===== config.mk =====
export PLATFORM = sky130hd
export DESIGN_NAME = vra_ctrl
export DESIGN_NICKNAME = d
export VERILOG_FILES = /design/src/vra_pkg.sv /design/src/vra_ctrl.sv
export SDC_FILE = /design/constraint.sdc
export NUM_CORES = 1
export LEC_CHECK = 0
export ABC_AREA = 1
export BUFFER_PORTS_ARGS = -buffer_cell sky130_fd_sc_hd__buf_2
export CAP_MARGIN = 20
export CORE_MARGIN = 2
export CORE_UTILIZATION = 50
export CTS_BUF_LIST = sky130_fd_sc_hd__clkbuf_8 sky130_fd_sc_hd__clkbuf_16
export CTS_CLUSTER_SIZE = 28
export DETAILED_ROUTE_END_ITERATION = 12
export GPL_TIMING_DRIVEN = 0
export PLACE_DENSITY_LB_ADDON = 0.25
export SYNTH_ARGS = -nofsm -noshare
export SYNTH_HDL_FRONTEND = slang
export SYNTH_SLANG_ARGS = --single-unit

===== constraint.sdc =====
create_clock -name i_clk -period 3.6 [get_ports i_clk]
set_input_delay 0.72 -clock i_clk [delete_from_list [all_inputs] [get_ports i_clk]]
set_output_delay 0.72 -clock i_clk [all_outputs]
set_load 0.02 [all_outputs]

===== src/vra_pkg.sv =====
package vra_pkg;

    // Table geometry and page size
    localparam int MAX_REGIONS = 256;
    localparam int PAGE_BYTES  = 4096;
    localparam int PAGE_SHIFT  = $clog2(PAGE_BYTES);
    localparam int IDX_W       = $clog2(MAX_REGIONS);
    localparam int CNT_W       = $clog2(MAX_REGIONS + 1);

    // Field widths
    localparam int ADDR_W  = 32;
    localparam int PAGES_W = 21;
    localparam int FUNC_W  = 2;
    localparam int STAT_W  = 2;
    localparam int CFG_IDX_W = 1;

    // Configuration register indexes
    localparam logic [CFG_IDX_W-1:0] CFG_POOL_BASE   = 1'd0;
    localparam logic [CFG_IDX_W-1:0] CFG_POOL_LENGTH = 1'd1;

    typedef enum logic [FUNC_W-1:0] {
        FN_ALLOC   = 2'd0,
        FN_RELEASE = 2'd1,
        FN_CHECK   = 2'd2,
        FN_NONE    = 2'd3
    } t_func;

    typedef enum logic [STAT_W-1:0] {
        STS_OK        = 2'd0,
        STS_ZERO      = 2'd1,
        STS_FULL      = 2'd2,
        STS_NOT_FOUND = 2'd3
    } t_status;

    typedef enum logic [2:0] {
        ST_IDLE,
        ST_ALLOC_RD,
        ST_ALLOC_WR,
        ST_SCAN,
        ST_SHIFT,
        ST_DONE
    } t_state;

    // One table entry
    typedef struct packed {
        logic [ADDR_W-1:0] start;
        logic [ADDR_W-1:0] size;
    } t_entry;

    // Region table access, one read and one write per cycle
    typedef struct packed {
        logic             rd_en;
        logic [IDX_W-1:0] rd_addr;
        logic             wr_en;
        logic [IDX_W-1:0] wr_addr;
        t_entry           wr_data;
    } t_ram_req;

    // One result beat
    typedef struct packed {
        logic          legit;
        t_status       status;
        logic [PAGES_W-1:0] pages;
        logic [ADDR_W-1:0]  addr;
    } t_result;

endpackage


===== src/vra_ctrl.sv =====
module vra_ctrl (
    input  logic                          i_clk,
    input  logic                          i_rst_n,
    // request side
    input  logic                          i_in_valid,
    output logic                          o_in_ready,
    input  logic [vra_pkg::FUNC_W-1:0]    i_func,
    input  logic [vra_pkg::ADDR_W-1:0]    i_request_bytes,
    input  logic [vra_pkg::ADDR_W-1:0]    i_query_address,
    // pool setup
    input  logic [vra_pkg::ADDR_W-1:0]    i_pool_base,
    input  logic [vra_pkg::ADDR_W-1:0]    i_pool_length,
    // result side
    output logic                          o_res_valid,
    input  logic                          i_res_ready,
    output vra_pkg::t_result              o_res,
    // region table
    output vra_pkg::t_ram_req             o_ram_req,
    input  vra_pkg::t_entry               i_rd_data
);

    vra_pkg::t_state r_state, n_state;

    logic [vra_pkg::CNT_W-1:0]   r_count;
    logic [vra_pkg::CNT_W-1:0]   r_idx;
    logic                        r_chk_v;
    logic [vra_pkg::IDX_W-1:0]   r_chk_idx;
    logic                        r_sh_v;
    logic [vra_pkg::IDX_W-1:0]   r_sh_idx;
    logic [vra_pkg::ADDR_W-1:0]  r_query;
    logic [vra_pkg::PAGES_W-1:0] r_pages;
    vra_pkg::t_result            r_res;

    logic                        accept;
    logic                        full;
    logic                        issue_scan;
    logic                        hit;
    logic                        scan_miss_end;
    logic                        issue_shift;
    logic                        shift_done;
    logic [vra_pkg::ADDR_W:0]    round_sum;
    logic [vra_pkg::PAGES_W-1:0] req_pages;
    logic [vra_pkg::ADDR_W-1:0]  alloc_start;
    logic [vra_pkg::ADDR_W-1:0]  alloc_size;
    logic [vra_pkg::ADDR_W:0]    pool_top;
    vra_pkg::t_result            imm_res;
    vra_pkg::t_result            hit_res;

    assign accept     = i_in_valid && (r_state == vra_pkg::ST_IDLE);
    assign o_in_ready = (r_state == vra_pkg::ST_IDLE);
    assign full       = (r_count == vra_pkg::CNT_W'(vra_pkg::MAX_REGIONS));

    // Page rounding of the request
    assign round_sum = {1'b0, i_request_bytes} + (vra_pkg::ADDR_W+1)'(vra_pkg::PAGE_BYTES - 1);
    assign req_pages = vra_pkg::PAGES_W'(round_sum >> vra_pkg::PAGE_SHIFT);

    // New region goes right after the last entry, or one page above the pool base when the table is empty
    assign alloc_size  = vra_pkg::ADDR_W'({r_pages, {vra_pkg::PAGE_SHIFT{1'b0}}});
    assign alloc_start = (r_count == '0)
                       ? i_pool_base + vra_pkg::ADDR_W'(vra_pkg::PAGE_BYTES)
                       : i_rd_data.start + i_rd_data.size;

    // Search and shift control
    assign issue_scan    = (r_state == vra_pkg::ST_SCAN) && (r_idx < r_count);
    assign hit           = (r_state == vra_pkg::ST_SCAN) && r_chk_v
                           && (i_rd_data.start == r_query);
    assign scan_miss_end = (r_state == vra_pkg::ST_SCAN) && r_chk_v && !hit
                           && ({1'b0, r_chk_idx} == r_count - vra_pkg::CNT_W'(1));
    assign issue_shift   = (r_state == vra_pkg::ST_SHIFT)
                           && ((r_idx + vra_pkg::CNT_W'(1)) < r_count);
    assign shift_done    = (r_state == vra_pkg::ST_SHIFT) && !issue_shift && !r_sh_v;

    assign pool_top = {1'b0, i_pool_base} + {1'b0, i_pool_length};

    // Results known at accept time
    always_comb begin
        imm_res        = '0;
        imm_res.status = vra_pkg::STS_OK;
        unique case (vra_pkg::t_func'(i_func))
            vra_pkg::FN_ALLOC: begin
                if (i_request_bytes == '0) begin
                    imm_res.status = vra_pkg::STS_ZERO;
                end else if (full) begin
                    imm_res.status = vra_pkg::STS_FULL;
                end
            end
            vra_pkg::FN_RELEASE: begin
                imm_res.status = vra_pkg::STS_NOT_FOUND;
            end
            vra_pkg::FN_CHECK: begin
                imm_res.legit = (i_query_address >= i_pool_base)
                                && ({1'b0, i_query_address} < pool_top);
            end
            default: begin
                imm_res = '0;
            end
        endcase
    end

    always_comb begin
        hit_res        = '0;
        hit_res.addr   = i_rd_data.start;
        hit_res.pages  = vra_pkg::PAGES_W'(i_rd_data.size >> vra_pkg::PAGE_SHIFT);
        hit_res.status = vra_pkg::STS_OK;
    end

    // Next state
    always_comb begin
        n_state = r_state;
        unique case (r_state)
            vra_pkg::ST_IDLE: begin
                if (accept) begin
                    n_state = vra_pkg::ST_DONE;
                    if (vra_pkg::t_func'(i_func) == vra_pkg::FN_ALLOC
                        && i_request_bytes != '0 && !full) begin
                        n_state = vra_pkg::ST_ALLOC_RD;
                    end else if (vra_pkg::t_func'(i_func) == vra_pkg::FN_RELEASE
                                 && r_count != '0) begin
                        n_state = vra_pkg::ST_SCAN;
                    end
                end
            end
            vra_pkg::ST_ALLOC_RD: n_state = vra_pkg::ST_ALLOC_WR;
            vra_pkg::ST_ALLOC_WR: n_state = vra_pkg::ST_DONE;
            vra_pkg::ST_SCAN: begin
                if (hit) begin
                    n_state = vra_pkg::ST_SHIFT;
                end else if (scan_miss_end) begin
                    n_state = vra_pkg::ST_DONE;
                end
            end
            vra_pkg::ST_SHIFT: begin
                if (shift_done) begin
                    n_state = vra_pkg::ST_DONE;
                end
            end
            vra_pkg::ST_DONE: begin
                if (i_res_ready) begin
                    n_state = vra_pkg::ST_IDLE;
                end
            end
            default: n_state = vra_pkg::ST_IDLE;
        endcase
    end

    // Table accesses per state
    always_comb begin
        o_ram_req = '0;
        unique case (r_state)
            vra_pkg::ST_ALLOC_RD: begin
                o_ram_req.rd_en   = 1'b1;
                o_ram_req.rd_addr = vra_pkg::IDX_W'(r_count - vra_pkg::CNT_W'(1));
            end
            vra_pkg::ST_ALLOC_WR: begin
                o_ram_req.wr_en         = 1'b1;
                o_ram_req.wr_addr       = r_count[vra_pkg::IDX_W-1:0];
                o_ram_req.wr_data.start = alloc_start;
                o_ram_req.wr_data.size  = alloc_size;
            end
            vra_pkg::ST_SCAN: begin
                o_ram_req.rd_en   = issue_scan;
                o_ram_req.rd_addr = r_idx[vra_pkg::IDX_W-1:0];
            end
            vra_pkg::ST_SHIFT: begin
                o_ram_req.rd_en   = issue_shift;
                o_ram_req.rd_addr = r_idx[vra_pkg::IDX_W-1:0] + vra_pkg::IDX_W'(1);
                o_ram_req.wr_en   = r_sh_v;
                o_ram_req.wr_addr = r_sh_idx;
                o_ram_req.wr_data = i_rd_data;
            end
            default: o_ram_req = '0;
        endcase
    end

    assign o_res_valid = (r_state == vra_pkg::ST_DONE);
    assign o_res       = r_res;

    // Control registers
    always_ff @(posedge i_clk) begin
        if (!i_rst_n) begin
            r_state <= vra_pkg::ST_IDLE;
            r_count <= '0;
            r_chk_v <= 1'b0;
            r_sh_v  <= 1'b0;
        end else begin
            r_state <= n_state;
            if (accept) begin
                r_chk_v <= 1'b0;
                r_sh_v  <= 1'b0;
            end
            if (r_state == vra_pkg::ST_ALLOC_WR) begin
                r_count <= r_count + vra_pkg::CNT_W'(1);
            end
            if (r_state == vra_pkg::ST_SCAN) begin
                r_chk_v <= issue_scan;
                r_sh_v  <= 1'b0;
            end
            if (r_state == vra_pkg::ST_SHIFT) begin
                r_sh_v <= issue_shift;
            end
            if (shift_done) begin
                r_count <= r_count - vra_pkg::CNT_W'(1);
            end
        end
    end

    // Payload and index registers
    always_ff @(posedge i_clk) begin
        if (accept) begin
            r_query <= i_query_address;
            r_pages <= req_pages;
            r_idx   <= '0;
            r_res   <= imm_res;
        end
        if (r_state == vra_pkg::ST_ALLOC_WR) begin
            r_res.addr   <= alloc_start;
            r_res.pages  <= r_pages;
            r_res.status <= vra_pkg::STS_OK;
            r_res.legit  <= 1'b0;
        end
        if (r_state == vra_pkg::ST_SCAN) begin
            r_chk_idx <= r_idx[vra_pkg::IDX_W-1:0];
            // a miss keeps the not-found result taken at accept
            if (hit) begin
                r_res <= hit_res;
                r_idx <= {1'b0, r_chk_idx};
            end else if (issue_scan) begin
                r_idx <= r_idx + vra_pkg::CNT_W'(1);
            end
        end
        if (r_state == vra_pkg::ST_SHIFT) begin
            r_sh_idx <= r_idx[vra_pkg::IDX_W-1:0];
            if (issue_shift) begin
                r_idx <= r_idx + vra_pkg::CNT_W'(1);
            end
        end
    end

endmodule


After elaboration in Yosys (flattened, before gate mapping)

Cells that the tools add are included.

Bits in writable memories: 0
Input port bits: 198
Memories: 0
Logic and storage cells: 97
Latch bits: 0
ROM bits: 0
Output and inout bits: 140
Flip-flop bits (word level): 148

$lt $le $gt $ge: 4
Mux-type cells: 31
Shift-type cells: 0
Bitwise logic cells: 0
Multipliers: 0
Div/mod/pow operators: 0
Eq/ne operators: 14
$add $sub $neg: 8
Reductions and logical operators: 27

Operator list:

| cell                     | count |
|---|---|
| $mux W56                 | 4 |
| $pmux W73 S2             | 1 |
| $mux W9                  | 8 |
| $add A32 B12 Y33 const B | 1 |
| $add A32 B32 Y33         | 1 |
| $lt A32 B33 Y1           | 1 |
| $add A32 B13 Y32 const B | 1 |
| $add A32 B32 Y32         | 1 |
| $eq A32 B32 Y1           | 1 |
| $ge A32 B32 Y1           | 1 |
| $logic_not A32 Y1        | 1 |
| $mux W32                 | 1 |
| $reduce_bool A32 Y1      | 1 |
| $pmux W9 S3              | 1 |
| $mux W3                  | 7 |
| $add A9 B1 Y9 const B    | 2 |
| $lt A9 B9 Y1             | 2 |
| $pmux W3 S6              | 1 |
| $logic_and A1 B1 Y1      | 13 |
| $eq A8 B9 Y1             | 1 |
| $eq A9 B9 Y1 const B     | 1 |
| $logic_not A9 Y1         | 1 |
| $reduce_bool A9 Y1       | 1 |
| $sub A9 B1 Y9 const B    | 1 |
| other kinds (18)         | 30 |

Depth between registers and ports, before layout

Depth in word-level cells: 9
Gate-level depth with buffers: 23
Depth with buffers taken out: 23

Worst setup path after synthesis

No wires, ideal clock.

Path kind: input port to flip-flop
Start: input port i_pool_base[0] (netlist bit)
End: register r_res (netlist bit o_res[55])
Stages on the path: 22
Required time: 3,530 ps
Setup slack: 197 ps
Path buffers: 0
Data arrival time: 3,333 ps
Setup time: 70 ps
Cells stage by stage: ha_1 -> fa_1 -> nand3_1 -> nand3_1 -> a21oi_1 -> o21ai_1 -> a21oi_1 -> o21bai_1 -> nand2_1 -> nand2_1 -> nand2_1 -> nand2_1 -> ha_1 -> a21oi_1 -> nor2_1 -> nor3_1 -> nand2_1 -> nand2_1 -> nand2_1 -> nand2_1 -> nand3_1 -> a21oi_1

Longest elaborated chain between the ends: 8
Elaborated cells on any way between the ends: 9
Those cells by class: add/sub (1); order compare (2); mux (5); reduce/logical (1)

RTL lines:

| item                  | RTL line        | text |
|---|---|---|
| from (decl)           | vra_ctrl.sv:11  | `input logic [vra_pkg::ADDR_W-1:0] i_pool_base,` |
| $add A32 B32 Y33      | vra_ctrl.sv:73  | `assign pool_top = {1'b0, i_pool_base} + {1'b0, i_pool_length};` |
| $lt A32 B33 Y1        | vra_ctrl.sv:92  | `&& ({1'b0, i_query_address} < pool_top);` |
| $logic_and A1 B1 Y1 * | vra_ctrl.sv:92  |  |
| $mux W1 *             | vra_ctrl.sv:79  | `unique case (vra_pkg::t_func'(i_func))` |
| $mux W56 *            | vra_ctrl.sv:209 | `if (accept) begin` |
| $mux W56 *            | vra_ctrl.sv:215 | `if (r_state == vra_pkg::ST_ALLOC_WR) begin` |
| $mux W56              | vra_ctrl.sv:224 | `if (hit) begin` |
| $mux W56 *            | vra_ctrl.sv:221 | `if (r_state == vra_pkg::ST_SCAN) begin` |
| to (signal assigned)  | vra_ctrl.sv:213 | `r_res <= imm_res;` |
| to (signal assigned)  | vra_ctrl.sv:225 | `r_res <= hit_res;` |
| to (decl)             | vra_ctrl.sv:32  | `vra_pkg::t_result r_res;` |

Mark *: on every way between the ends. The rest lies on a longest branch, timed or not.
A chain may end at the register's enable or synchronous reset.

==> results_dict.tcl <==
set metrics [dict create \
    grt_pass1_wl_um 87030 \
    synth_most_common_cell "nand2_1" \
    worstPathRequired_ps 2880 \
    failed_checks "negative setup slack" \
    synthTopCellsByCount "nand2_1 (529), inv_1 (254), nor2_1 (223), a21oi_1 (171), ha_1 (146)" \
    grt_max_degree 34 \
    pre_cts_ws_ps -903.2 \
    track_usage_pct 37.82 \
    fin_crit_ps 3658 \
    crit_arrival_ps 2940 \
    drcViolationCount 0 \
    port_buffers 337 \
    ys_warn_count 0 \
    clock-sinks 148 \
    overflow 0 \
    clockRootBuffer "clkbuf_16" \
    cap_violations 0 \
    cts_tree "yes" \
    setup_viol 1 \
    yosysUniqueCellTypes 52 \
    rsz0062_at_grt "true" \
    synth_top_cell_by_area "edfxtp_1" \
    synth_fp_nets 2464 \
    skew_ps 12.44 \
    final_core_util_pct 63.10 \
    max_freq_mhz 273.3 \
    ys_seq_elements 148 \
    postSynthCellCount 2118 \
    rr_endpoint "r_count[7]" \
    outcome "complete, but fails checks" \
    post_dp_cell_area_um2 16420 \
    start_util_pct 50.96 \
    ant_nets 0 \
    netlist_area_um2 14230 \
    finalSetupTns_ps -58.34 \
    drive_gt1_share_pct 21.58 \
    cp-startpoint "r_idx[0]" \
    crit_fanout 2 \
    clk_pin_slew_ps 70 \
    synth_top_flop_cell "dfxtp_1" \
    synth_top_area_share_pct 14.56 \
    seq_area_frac_synth_pct 25.67 \
    hold_class "flop to flop" \
    cts_buffer_depth 2 \
    maxSlewHeadroom_pct 39.70 \
    synthTopCellsByArea "edfxtp_1 (15%), nand2_1 (14%), ha_1 (13%)" \
    synth_edf_count 69 \
    routed_wl_um 58450 \
    ios 338 \
    die_w_um 172.7 \
    powerDensity_nw_per_um2 644.2 \
    die-area_um2 29840 \
    dp.final_hpwl_um 48210 \
    worstMarginPinSlew_ps 904.4 \
    rr_worst_depth 17 \
    final_area_um2 17630 \
    drtIter0Drc 1674 \
    post_drt_via_cell_ratio 5.802 \
    firstDrtPassIters 6 \
    antenna_found_initial 1 \
    clk_latency_ps 440 \
    die_h_um 172.7 \
    final_nets 2845 \
    grt_pass1_vias 15643 \
    num_vias 16768 \
    wire_per_inst_um 20.22 \
    r2r-start "r_idx[0]" \
    core_um2 27930 \
    row_count 61 \
    hold_violations 0 \
    post_synth.cell_area_avg_um2 6.721 \
    cp-start-kind "flop" \
    critPathCapture "o_ram_req[81]" \
    gp_congestion 0.9958 \
    power.total_mw 11.35 \
    vdd_ir_drop_max_mv 0.5579 \
    async_flop_share_pct 0 \
    finalCritPeriodShare_pct 101.6 \
    cts_buffers 17 \
    area.growth.synth_to_final_pct 23.83 \
    setup_ws_ps -58.34 \
    antenna_cells 0 \
    rrSetupSlack_ps 460 \
    cp-end-kind "primary output" \
    crit_type "flop to primary output" \
    leakagePower_nw 8.855 \
    cts_htree_levels 4 \
    slew_violations 0 \
]
## critical path, cell delays in order, from the launching register on
cell	delay (ps)
dfxtp_4	370
ha_4	150
nand3_4	80
nand3b_1	250
nor3_2	180
xnor2_1	160
inv_1	100
ha_4	240
a21oi_2	140
o21a_1	170
nand3_2	110
nor2_4	160
clkinvlp_4	160
nand3_2	90
buf_6	120
## worst min path at each step
stage	startpoint	end	slack (ps)	cells past startpoint
finish	o_res[54]	o_res[54]	470	2
global route	i_query_address[0]	r_query[0]	470	1
CTS	o_res[54]	o_res[54]	460	2
detailed placement	o_res[54]	o_res[54]	450	2
floorplan	r_pages[0]	o_res[32]	440	2
global placement	o_res[55]	o_res[55]	450	2
## cell families (layout without fill, tap and decap cells)
logic type      after synthesis  after routing  synth area share [%]
buf+inv                     313            707                 8.737
fa+ha+maj                   148            148                 13.11
compound gates              415            415                 17.04
xor+xnor                     91             91                 5.599
flops                       148            148                 25.67
simple gates               1003           1003                 29.84
## state kept, by name (all words and copies together) (netlist names)
name and cells:
r_chk_idx 8, r_state 3, r_count 9, r_pages 21
r_sh_idx 8, r_sh_v 1, r_chk_v 1, r_query 32
o_res 56, r_idx 9
## where the power goes
part | total, mW | switching, mW | internal (mW)
registers | 2.65 | 0.320 | 2.33
logic | 6.92 | 4.75 | 2.16
clock network | 1.79 | 0.821 | 0.967
## per-layer routing
layer	vias to the layer above	track usage, %	part of all wire [%]
li1	7948	-	-
met2	926	62.06	45
met5	-	0	0.031
met4	2	17.37	4.9
met3	154	6.245	9.9
met1	7738	48.85	40
## area by class of cell
type                            count  area, um^2
Clock buffer                       17       425.4
Timing Repair Buffer              363        1923
Sequential cell                   148        3665
Buffer                             47       271.5
Inverter                          265        1010
Clock inverter                     15       143.9
Tap cell                          378       473.0
Fill cell                        2759       10310
Multi-Input combinational cell   1657        9716
## layout by cell type, fill, tap and decap left out, types with 7 or more instances in the layout
| master | count |
|---|---|
| ha_1 | 133 |
| nand4_1 | 41 |
| o211ai_1 | 16 |
| o21a_1 | 7 |
| inv_1 | 250 |
| o21ai_1 | 18 |
| clkbuf_1 | 14 |
| buf_4 | 35 |
| clkbuf_16 | 17 |
| buf_6 | 10 |
| nor2_1 | 217 |
| ha_2 | 8 |
| a21o_1 | 16 |
| nor2_2 | 9 |
| edfxtp_1 | 69 |
| o21bai_1 | 10 |
| o221ai_1 | 23 |
| nor3_1 | 35 |
| a21oi_2 | 14 |
| xor2_1 | 46 |
| dfxtp_1 | 74 |
| nand3_2 | 11 |
| nand3b_1 | 7 |
| a21oi_1 | 155 |
| or2_2 | 7 |
| a31oi_1 | 31 |
| nand3_1 | 112 |
| nand2_2 | 13 |
| o21ai_0 | 95 |
| nor4_1 | 10 |
| nand2_1 | 516 |
| buf_2 | 335 |
| clkbuf_2 | 8 |
| inv_2 | 10 |
| xnor2_1 | 44 |
## stage by stage
step,cells,hold slack [ps]
finish,2890,468.9
global route,2890,473.4
CTS,2876,464.4
detailed placement,2834,453.9
global placement,2833,453.1
floorplan,2118,442.2
## repair_timing
item / 4_1_cts / 5_1_grt
buffers inserted: 11 / 14
resized for setup: 54 / 87
setup endpoints to repair: 45 / 37
pin swaps: 10 / 26
hold buffers: 0 / 0
(Power assumes the default switching activity.)
